<file path="src/rtl/das_pkg.sv">
// ----------------------------------------------------------------------------
// das_pkg
// Shared widths, codes and helpers for the door access sequencer.
// ----------------------------------------------------------------------------
package das_pkg;

  localparam int UID_BYTES = 7;
  localparam int UID_W     = 8 * UID_BYTES;
  localparam int CNT_W     = 3;
  localparam int MS_W      = 20;
  localparam int ADDR_W    = 8;
  localparam int MODE_W    = 3;
  localparam int CMD_W     = 2;
  localparam int MSG_W     = 2;
  localparam int RESP_W    = 2;
  localparam int CFG_IDX_W = 3;
  localparam int CFG_W     = 20;

  // stream payload widths, rounded up to whole bytes
  localparam int IN_BITS   = 1 + UID_W + CNT_W + RESP_W;
  localparam int IN_DATA_W = ((IN_BITS + 7) / 8) * 8;
  localparam int OUT_BITS  = UID_W + CNT_W + MODE_W + 3 + ADDR_W;
  localparam int OUT_DATA_W = ((OUT_BITS + 7) / 8) * 8;

  localparam logic [MODE_W-1:0] MODE_IDLE       = 3'd0;
  localparam logic [MODE_W-1:0] MODE_VALIDATING = 3'd1;
  localparam logic [MODE_W-1:0] MODE_UNLOCKED   = 3'd2;
  localparam logic [MODE_W-1:0] MODE_OPEN       = 3'd3;
  localparam logic [MODE_W-1:0] MODE_DENIED     = 3'd4;

  localparam logic [CMD_W-1:0] CMD_TICK     = 2'd0;
  localparam logic [CMD_W-1:0] CMD_CARD     = 2'd1;
  localparam logic [CMD_W-1:0] CMD_RESPONSE = 2'd2;
  localparam logic [CMD_W-1:0] CMD_IDENTITY = 2'd3;

  localparam logic [MSG_W-1:0] MSG_NONE      = 2'd0;
  localparam logic [MSG_W-1:0] MSG_AUTHORIZE = 2'd1;
  localparam logic [MSG_W-1:0] MSG_CONFIRMED = 2'd2;
  localparam logic [MSG_W-1:0] MSG_IDENTITY  = 2'd3;

  localparam logic [RESP_W-1:0] RESP_GRANTED = 2'd0;
  localparam logic [RESP_W-1:0] RESP_DENIED  = 2'd1;

  localparam logic [CFG_IDX_W-1:0] CFG_VALIDATING_TIMEOUT = 3'd0;
  localparam logic [CFG_IDX_W-1:0] CFG_UNLOCKED_TIMEOUT   = 3'd1;
  localparam logic [CFG_IDX_W-1:0] CFG_OPEN_ALARM         = 3'd2;
  localparam logic [CFG_IDX_W-1:0] CFG_DENIED_HOLD        = 3'd3;
  localparam logic [CFG_IDX_W-1:0] CFG_NODE_ADDRESS       = 3'd4;

  localparam logic [MS_W-1:0]   RST_VALIDATING_TIMEOUT = 20'd5000;
  localparam logic [MS_W-1:0]   RST_UNLOCKED_TIMEOUT   = 20'd5000;
  localparam logic [MS_W-1:0]   RST_OPEN_ALARM         = 20'd10000;
  localparam logic [MS_W-1:0]   RST_DENIED_HOLD        = 20'd3000;
  localparam logic [ADDR_W-1:0] RST_NODE_ADDRESS       = 8'd17;

  localparam logic [MS_W-1:0] MS_MAX = '1;
  localparam logic [3:0] DIR_INBOUND  = 4'h1;
  localparam logic [3:0] DIR_OUTBOUND = 4'h2;

  // keep only the low count bytes of a UID
  function automatic logic [UID_W-1:0] uid_keep(input logic [UID_W-1:0] uid,
                                                input logic [CNT_W-1:0] count);
    logic [UID_W-1:0] kept;
    kept = '0;
    for (int i = 0; i < UID_BYTES; i++) begin
      if (i < int'(count)) begin
        kept[8*i +: 8] = uid[8*i +: 8];
      end
    end
    return kept;
  endfunction

  // direction 1 becomes 2, anything else becomes 1
  function automatic logic [ADDR_W-1:0] flip_direction(input logic [ADDR_W-1:0] addr);
    return {addr[7:4], (addr[3:0] == DIR_INBOUND) ? DIR_OUTBOUND : DIR_INBOUND};
  endfunction

endpackage

</file>
<file path="src/rtl/door_access_sequencer_core.sv">
// ----------------------------------------------------------------------------
// door_access_sequencer_core
// Door access sequencer: card, authorization and 1 ms tick handling.
// ----------------------------------------------------------------------------
// One result item comes out for every input item. The block takes one item
// per clock as long as the result side keeps taking items: an item is
// held in the input register, is resolved against the mode, timer and
// LED state in a single pass, and lands in the result register. Timeouts
// are counted in tick items, not clock cycles. Configuration writes must be
// made while no item is in flight.
module door_access_sequencer_core (
  input  logic                                  clk,
  input  logic                                  rst,
  // s_tdata, lowest bit up: door_pressed, card_uid, card_uid_count,
  // response_code, zero fill
  input  logic                                  s_tvalid,
  output logic                                  s_tready,
  input  logic [das_pkg::IN_DATA_W-1:0]         s_tdata,
  input  logic [das_pkg::CMD_W-1:0]             s_tuser,   // command
  // m_tdata, lowest bit up: message_uid, message_uid_count, door_mode,
  // granted_led, denied_led, buzzer_level, node_address, zero fill
  output logic                                  m_tvalid,
  input  logic                                  m_tready,
  output logic [das_pkg::OUT_DATA_W-1:0]        m_tdata,
  output logic [das_pkg::MSG_W-1:0]             m_tuser,   // message_kind
  input  logic                                  cfg_we,
  input  logic [das_pkg::CFG_IDX_W-1:0]         cfg_index,
  input  logic [das_pkg::CFG_W-1:0]             cfg_data
);
  import das_pkg::*;

  // configuration
  logic [MS_W-1:0]   validating_timeout;
  logic [MS_W-1:0]   unlocked_timeout;
  logic [MS_W-1:0]   open_alarm;
  logic [MS_W-1:0]   denied_hold;

  // input register
  logic                 in_valid;
  logic [CMD_W-1:0]     in_cmd;
  logic                 in_pressed;
  logic [UID_W-1:0]     in_uid;
  logic [CNT_W-1:0]     in_count;
  logic [RESP_W-1:0]    in_resp;

  // sequencer state
  logic [MODE_W-1:0]    mode, mode_next;
  logic [MS_W-1:0]      elapsed, elapsed_next;
  logic [UID_W-1:0]     held_uid, held_uid_next;
  logic [CNT_W-1:0]     held_count, held_count_next;
  logic                 alarm_on, alarm_on_next;
  logic                 granted_on, granted_on_next;
  logic                 denied_on, denied_on_next;
  logic [ADDR_W-1:0]    address, address_next;
  logic [MSG_W-1:0]     msg_next;

  logic [MS_W-1:0]      elapsed_inc;
  logic [CNT_W-1:0]     count_sat;
  logic                 advance;

  assign advance  = !m_tvalid || m_tready;
  assign s_tready = !in_valid || advance;

  always_ff @(posedge clk) begin
    if (rst) begin
      in_valid <= 1'b0;
    end else if (s_tready) begin
      in_valid <= s_tvalid;
    end
    if (s_tvalid && s_tready) begin
      in_cmd     <= s_tuser;
      in_pressed <= s_tdata[0];
      in_uid     <= s_tdata[UID_W:1];
      in_count   <= s_tdata[UID_W+CNT_W:UID_W+1];
      in_resp    <= s_tdata[UID_W+CNT_W+RESP_W:UID_W+CNT_W+1];
    end
  end

  assign elapsed_inc = (elapsed == MS_MAX) ? elapsed : elapsed + 1'b1;
  assign count_sat   = (int'(in_count) > UID_BYTES) ? CNT_W'(UID_BYTES) : in_count;

  always_comb begin
    mode_next       = mode;
    elapsed_next    = elapsed;
    held_uid_next   = held_uid;
    held_count_next = held_count;
    alarm_on_next   = alarm_on;
    granted_on_next = granted_on;
    denied_on_next  = denied_on;
    address_next    = address;
    msg_next        = MSG_NONE;
    case (in_cmd)
      CMD_TICK: begin
        elapsed_next = elapsed_inc;
        case (mode)
          MODE_IDLE: begin
            // forced door
            if (in_pressed) begin
              mode_next      = MODE_DENIED;
              elapsed_next   = '0;
              denied_on_next = 1'b1;
            end
          end
          MODE_VALIDATING: begin
            if (elapsed_inc >= validating_timeout) begin
              mode_next = MODE_DENIED;
            end
          end
          MODE_UNLOCKED: begin
            if (elapsed_inc >= unlocked_timeout) begin
              granted_on_next = 1'b0;
              mode_next       = MODE_IDLE;
            end else if (in_pressed) begin
              msg_next     = MSG_CONFIRMED;
              mode_next    = MODE_OPEN;
              elapsed_next = '0;
            end
          end
          MODE_OPEN: begin
            if (!in_pressed) begin
              alarm_on_next   = 1'b0;
              granted_on_next = 1'b0;
              address_next    = flip_direction(address);
              mode_next       = MODE_IDLE;
            end else if (!alarm_on && elapsed_inc >= open_alarm) begin
              alarm_on_next = 1'b1;
            end
          end
          MODE_DENIED: begin
            if (elapsed_inc >= denied_hold) begin
              denied_on_next = 1'b0;
              mode_next      = MODE_IDLE;
            end
          end
          default: begin
          end
        endcase
      end
      CMD_CARD: begin
        if (mode == MODE_IDLE) begin
          held_count_next = count_sat;
          held_uid_next   = uid_keep(in_uid, count_sat);
          mode_next       = MODE_VALIDATING;
          elapsed_next    = '0;
          msg_next        = MSG_AUTHORIZE;
        end
      end
      CMD_RESPONSE: begin
        if (mode == MODE_VALIDATING) begin
          if (in_resp == RESP_GRANTED) begin
            granted_on_next = 1'b1;
            mode_next       = MODE_UNLOCKED;
          end else if (in_resp == RESP_DENIED) begin
            denied_on_next = 1'b1;
            mode_next      = MODE_DENIED;
          end
        end
      end
      default: begin
        msg_next = MSG_IDENTITY;
      end
    endcase
  end

  always_ff @(posedge clk) begin
    if (rst) begin
      validating_timeout <= RST_VALIDATING_TIMEOUT;
      unlocked_timeout   <= RST_UNLOCKED_TIMEOUT;
      open_alarm         <= RST_OPEN_ALARM;
      denied_hold        <= RST_DENIED_HOLD;
      mode       <= MODE_IDLE;
      elapsed    <= '0;
      held_uid   <= '0;
      held_count <= '0;
      alarm_on   <= 1'b0;
      granted_on <= 1'b0;
      denied_on  <= 1'b0;
      address    <= RST_NODE_ADDRESS;
      m_tvalid   <= 1'b0;
    end else begin
      if (cfg_we) begin
        case (cfg_index)
          CFG_VALIDATING_TIMEOUT: validating_timeout <= cfg_data[MS_W-1:0];
          CFG_UNLOCKED_TIMEOUT:   unlocked_timeout   <= cfg_data[MS_W-1:0];
          CFG_OPEN_ALARM:         open_alarm         <= cfg_data[MS_W-1:0];
          CFG_DENIED_HOLD:        denied_hold        <= cfg_data[MS_W-1:0];
          CFG_NODE_ADDRESS:       address            <= cfg_data[ADDR_W-1:0];
          default: begin
          end
        endcase
      end
      if (advance) begin
        m_tvalid <= in_valid;
      end
      if (in_valid && advance) begin
        mode       <= mode_next;
        elapsed    <= elapsed_next;
        held_uid   <= held_uid_next;
        held_count <= held_count_next;
        alarm_on   <= alarm_on_next;
        granted_on <= granted_on_next;
        denied_on  <= denied_on_next;
        address    <= address_next;
      end
    end
    // result payload
    if (in_valid && advance) begin
      m_tuser <= msg_next;
      if (msg_next == MSG_AUTHORIZE || msg_next == MSG_CONFIRMED) begin
        m_tdata[UID_W-1:0]           <= held_uid_next;
        m_tdata[UID_W+CNT_W-1:UID_W] <= held_count_next;
      end else begin
        m_tdata[UID_W+CNT_W-1:0] <= '0;
      end
      m_tdata[UID_W+CNT_W+MODE_W-1:UID_W+CNT_W] <= mode_next;
      m_tdata[UID_W+CNT_W+MODE_W]     <= granted_on_next;
      m_tdata[UID_W+CNT_W+MODE_W+1]   <= denied_on_next;
      m_tdata[UID_W+CNT_W+MODE_W+2]   <= alarm_on_next;
      m_tdata[OUT_BITS-1:OUT_BITS-ADDR_W] <= address_next;
      m_tdata[OUT_DATA_W-1:OUT_BITS]  <= '0;
    end
  end

`ifndef SYNTHESIS
  a_alarm_only_open: assert property (@(posedge clk) disable iff (rst)
    alarm_on |-> mode == MODE_OPEN)
    else $error("buzzer on outside open mode");

  a_granted_mode: assert property (@(posedge clk) disable iff (rst)
    granted_on |-> (mode == MODE_UNLOCKED || mode == MODE_OPEN))
    else $error("granted LED on outside unlocked or open mode");

  a_denied_mode: assert property (@(posedge clk) disable iff (rst)
    denied_on |-> mode == MODE_DENIED)
    else $error("denied LED on outside denied mode");

  a_no_overrun: assert property (@(posedge clk) disable iff (rst)
    (in_valid && !advance) |-> !s_tready)
    else $error("input register would be overwritten while stalled");
`endif

endmodule

</file>
<file path="config.mk">
export PLATFORM = sky130hd
export DESIGN_NAME = door_access_sequencer_core
export DESIGN_NICKNAME = d
export VERILOG_FILES = /design/src/rtl/das_pkg.sv /design/src/rtl/door_access_sequencer_core.sv
export SDC_FILE = /design/constraint.sdc
export NUM_CORES = 1
export LEC_CHECK = 0
export ABC_CLOCK_PERIOD_IN_PS = 8100
export CORE_MARGIN = 5
export CORE_UTILIZATION = 60
export CTS_CLUSTER_DIAMETER = 50
export DETAILED_ROUTE_END_ITERATION = 8
export DONT_BUFFER_PORTS = 1
export MAX_ROUTING_LAYER = met4
export PLACE_DENSITY_LB_ADDON = 0.2
export SYNTH_ARGS = -nofsm -noshare
export SYNTH_HDL_FRONTEND = slang
export SYNTH_SLANG_ARGS = --single-unit
export TNS_END_PERCENT = 1
</file>
<file path="constraint.sdc">
create_clock -name clk -period 8.1 [get_ports clk]
set_input_delay 0 -clock clk [delete_from_list [all_inputs] [get_ports clk]]
set_output_delay 0 -clock clk [all_outputs]
set_load 0.01 [all_outputs]
</file>
==> results by stage <==
Clocking:
- The maximum level of the CTS H-tree is 2.
- The tree is rooted in a clkbuf_16.
- The number of buffers created by CTS is 38.
- The maximum count of clock buffers along a single path is 3.
- The clock reaches the later pin of the worst-skew pair after 520 ps.
- After clock tree synthesis, the clock-pin slew on the worst setup and hold paths is 60 ps.
- The number of sinks handled by clock tree synthesis is 314.
- The CTS tree is yes.

Power and ir drop:
- VDD sags by at most 0.222 mV.
- The power per unit of standard cell area is 216 nW/um2.
- The analysis attributes to cell leakage a power of 6.34 nW.

Worst setup path:
- The data required time at the worst endpoint is 8330 ps.
- The worst register-to-register path has a setup slack of 3080 ps.
- The class of the most critical setup path is register to register.
- Following the worst setup path forward leads to its endpoint at m_tdata[32].
- The startpoint of the worst register-to-register path is elapsed[1].
- The number of cells on the worst reg-to-reg path is 15.
- The type of destination of the critical path is a register.
- The maximum net fanout on the critical path is 59.
- The worst register-to-register path ends at m_tdata[32].
- For the worst setup path, the data arrival time is 5240 ps.
- The category of the worst setup path launch point is a register.
- The worst setup path startpoint is elapsed[1].

Layout:
- The number of inserted diodes is 0.
- The number of nets at the end of the flow is 1759.
- Once layout is complete, the utilization of the core stands at 70.1%.
- The area growth from synthesis to layout is 15.9%.
- The most frequent standard cell in the layout excluding fill and tap cells is nand2_1.
- The library cells used most frequently in the layout, excluding fill and tap cells, are 246 x nand2_1, 175 x a21oi_1, 175 x dfxtp_1.
- The fraction of layout cells with a size suffix above 1 is 6.16%.
- Excluding fillers, the count of instances in the completed layout stands at 1932.

Timing:
- In the final timing run, aggregate negative setup slack is 0 ps.
- Setup repair after global routing left no endpoint under its margin.
- The headroom to the max-slew limit is 24.3%.
- For the pin with the worst max-slew slack, the measured transition is 1140 ps.
- The total count of hold-check failures in the final report was 0.
- The worst hold margin is 16.1 ps.
- The minimum period implied by the final worst setup slack is 5020 ps.
- Setup violations remaining at the end of the flow were counted as 0.
- Dividing the final minimum period by the clock period gives 61.9%.
- Clock skew on the completed layout was measured at 31.5 ps.
- The final number of max-transition violations was 0.
- Derived from the worst setup path, the maximum achievable clock frequency is 0.199 GHz.

Floorplanning:
- The count of boundary I/O pins is 178.
- The floorplan has 57 rows.
- The floorplan core area is 24200 um2.
- The die covers 27600 um2.
- The initial utilization of the core area, before any placement, comes to 60.5%.
- From bottom edge to top edge, the die measures 166 um.
- The chip width is 166 um.

Logic synthesis:
- The count of distinct cell types in the synthesized netlist is 65.
- In the synthesized netlist the dominant register cell turns out to be dfxtp_1.
- The average size of a mapped cell is 9.57 um2.
- By area the synthesized netlist is led by edfxtp_1 29%, dfxtp_1 24%, ha_1 7.3%, nand2_1 6.3%, a21oi_1 6.0%.
- Summed over its instances, the top area cell type makes up 28.6% of the synthesized netlist area.
- Yosys printed 0 warnings.
- Of all cell types, the one taking the most synthesized area is edfxtp_1.
- The async set or reset register ratio after synthesis is 0%.
- In this run the cell area of the synthesized design comes to 14600 um2.
- The number of flops mapped to enable cells by yosys is 139.
- The post-synthesis register bit count is 314.
- Counting every instance in the synthesized netlist gives 1528.
- The sequential area share after synthesis is 52.5%.

Placed design:
- At the end of routability-driven placement, the weighted congestion stood at 0.896.
- The estimated wirelength of the detail-placed design is 23300 um.
- The number of buffers inserted by port buffering is 0.
- The post-placement cell count is 1765.

Min path:
- The kind of path behind the tightest hold check is input pin to register.

Drt:
- The initial detailed-routing violation count is 968.
- The number of vias per cell is 6.12.
- Dividing the detail-routed wire length by the instance count gives 19.8 um.
- The count of vias placed by the detailed router is 11800.
- The first-pass iteration count of the detailed router is 5.
- The overall routed net length is 38300 um.
- The detail route stage leaves a number of antenna-violating nets equal to 0.
- After detailed routing, the number of remaining DRC violations is 0.

Global route:
- The overall routing resource usage is 27.7%.
- The residual overflow from global routing is 0.
- The largest net degree at the start of global routing is 134.
- The global-route wire length before repair is 61100 um.
- The number of antenna violations at the first check in global routing is 1.
- The number of global-route vias before repair is 11400.

Job:
- The total of max-cap violations is 0.

Outcome:
- The flow ran to the end, and the final reports show no timing, DRC or antenna violations.
==> area by class of cell <==
type | instances | area [um2]
sequential | 314 | 7680
fill | 1760 | 7240
multi-input combinational | 1024 | 6190
timing repair buffer | 111 | 1100
clock buffer | 49 | 1040
tap | 324 | 405
inverter | 91 | 343
clock inverter | 19 | 184
==> where the power goes <==
part	switching (W)	leakage, nW	internal, W
Combinational	0.000159	3.00	0.0000793
Clock	0.000655	0.603	0.00101
Sequential	0.0000422	2.74	0.00172
Total	0.000856	6.34	0.00280
==> Yosys cell counts, types with 11 or more instances <==
master,number
clkbuf_1,80
and3_1,47
nor3_1,17
nand4_1,12
nor4_1,52
nor2_1,69
a22oi_1,35
inv_1,89
dfxtp_1,175
nand3_1,60
o211ai_1,28
edfxtp_1,139
ha_1,85
o21ai_0,33
a21oi_1,175
a21o_1,14
nand2_1,247
buf_2,11
==> state kept, by name, indices dropped and copies added (netlist names), 3 cells and up <==
name	count
denied_hold	20
in_uid	56
address	8
unlocked_timeout	20
m_tdata	73
elapsed	20
count_sat	3
open_alarm	20
held_count	3
held_uid	56
mode	3
validating_timeout	20
==> metrics by stage <==
step | power, W | setup WS [ps] | instance area (um2)
after floorplan | 0.00193 | 4120 | 14600
after global placement | 0.00196 | 3260 | 14700
final | 0.00366 | 3080 | 16900
after CTS | 0.00367 | 3210 | 16900
after detailed placement | 0.00197 | 3220 | 14700
after global routing | 0.00378 | 2760 | 16900
==> repair_timing <==
item,CTS,global route
gates resized for setup,0,0
endpoints found under the hold margin,228,0
hold buffers,99,0
buffers inserted,0,0
==> routing by layer <==
layer  routed length (um)  up-vias  GRT usage [%]  share of wire, %
met5                    0        -              -                 0
met3                 2810       78           5.59               7.3
li1                     -     5572              -                 -
met1                15600     5733           34.6                41
met2                18800      448           45.7                49
met4                 1100        0           8.82               2.9
==> cells by family (layout without fill, tap and decap cells) <==
kind of cell / after synthesis / in the layout / share of synthesized area [%]
and+or+nand+nor: 558 / 558 / 18.4
AOI/OAI and AO/OA: 349 / 349 / 14.7
DFF: 314 / 314 / 52.5
buffers and inverters: 196 / 270 / 5.54
adders and majority gates: 85 / 85 / 7.28
xor gates and xnor gates: 14 / 14 / 0.839
muxes: 11 / 11 / 0.770
other: 1 / 7 / 0.0257
==> worst min path at each step <==
stage,startpoint,end,slack [ps],cells after the start
after floorplan,s_tdata[57],count_sat[0],100,0
after global placement,rst,granted_on,90,1
after detailed placement,rst,held_uid[12],90,1
after CTS,cfg_index[2],open_alarm[2],30,5
after global routing,cfg_index[2],open_alarm[0],60,5
final,cfg_index[2],open_alarm[2],20,5
==> critical path: stages, from the launching register on <==
cell,delay (ps)
dfxtp_1,340
ha_1,220
nand2_1,220
nor2_1,130
a31oi_1,510
nand2_1,260
or3_1,380
nand2_1,240
ha_1,310
a21oi_1,150
o21ai_1,120
a221o_1,360
a211o_1,460
nor3_4,220
buf_4,600
nor4_1,140
No activity file was read; power rests on OpenSTA's default activity.
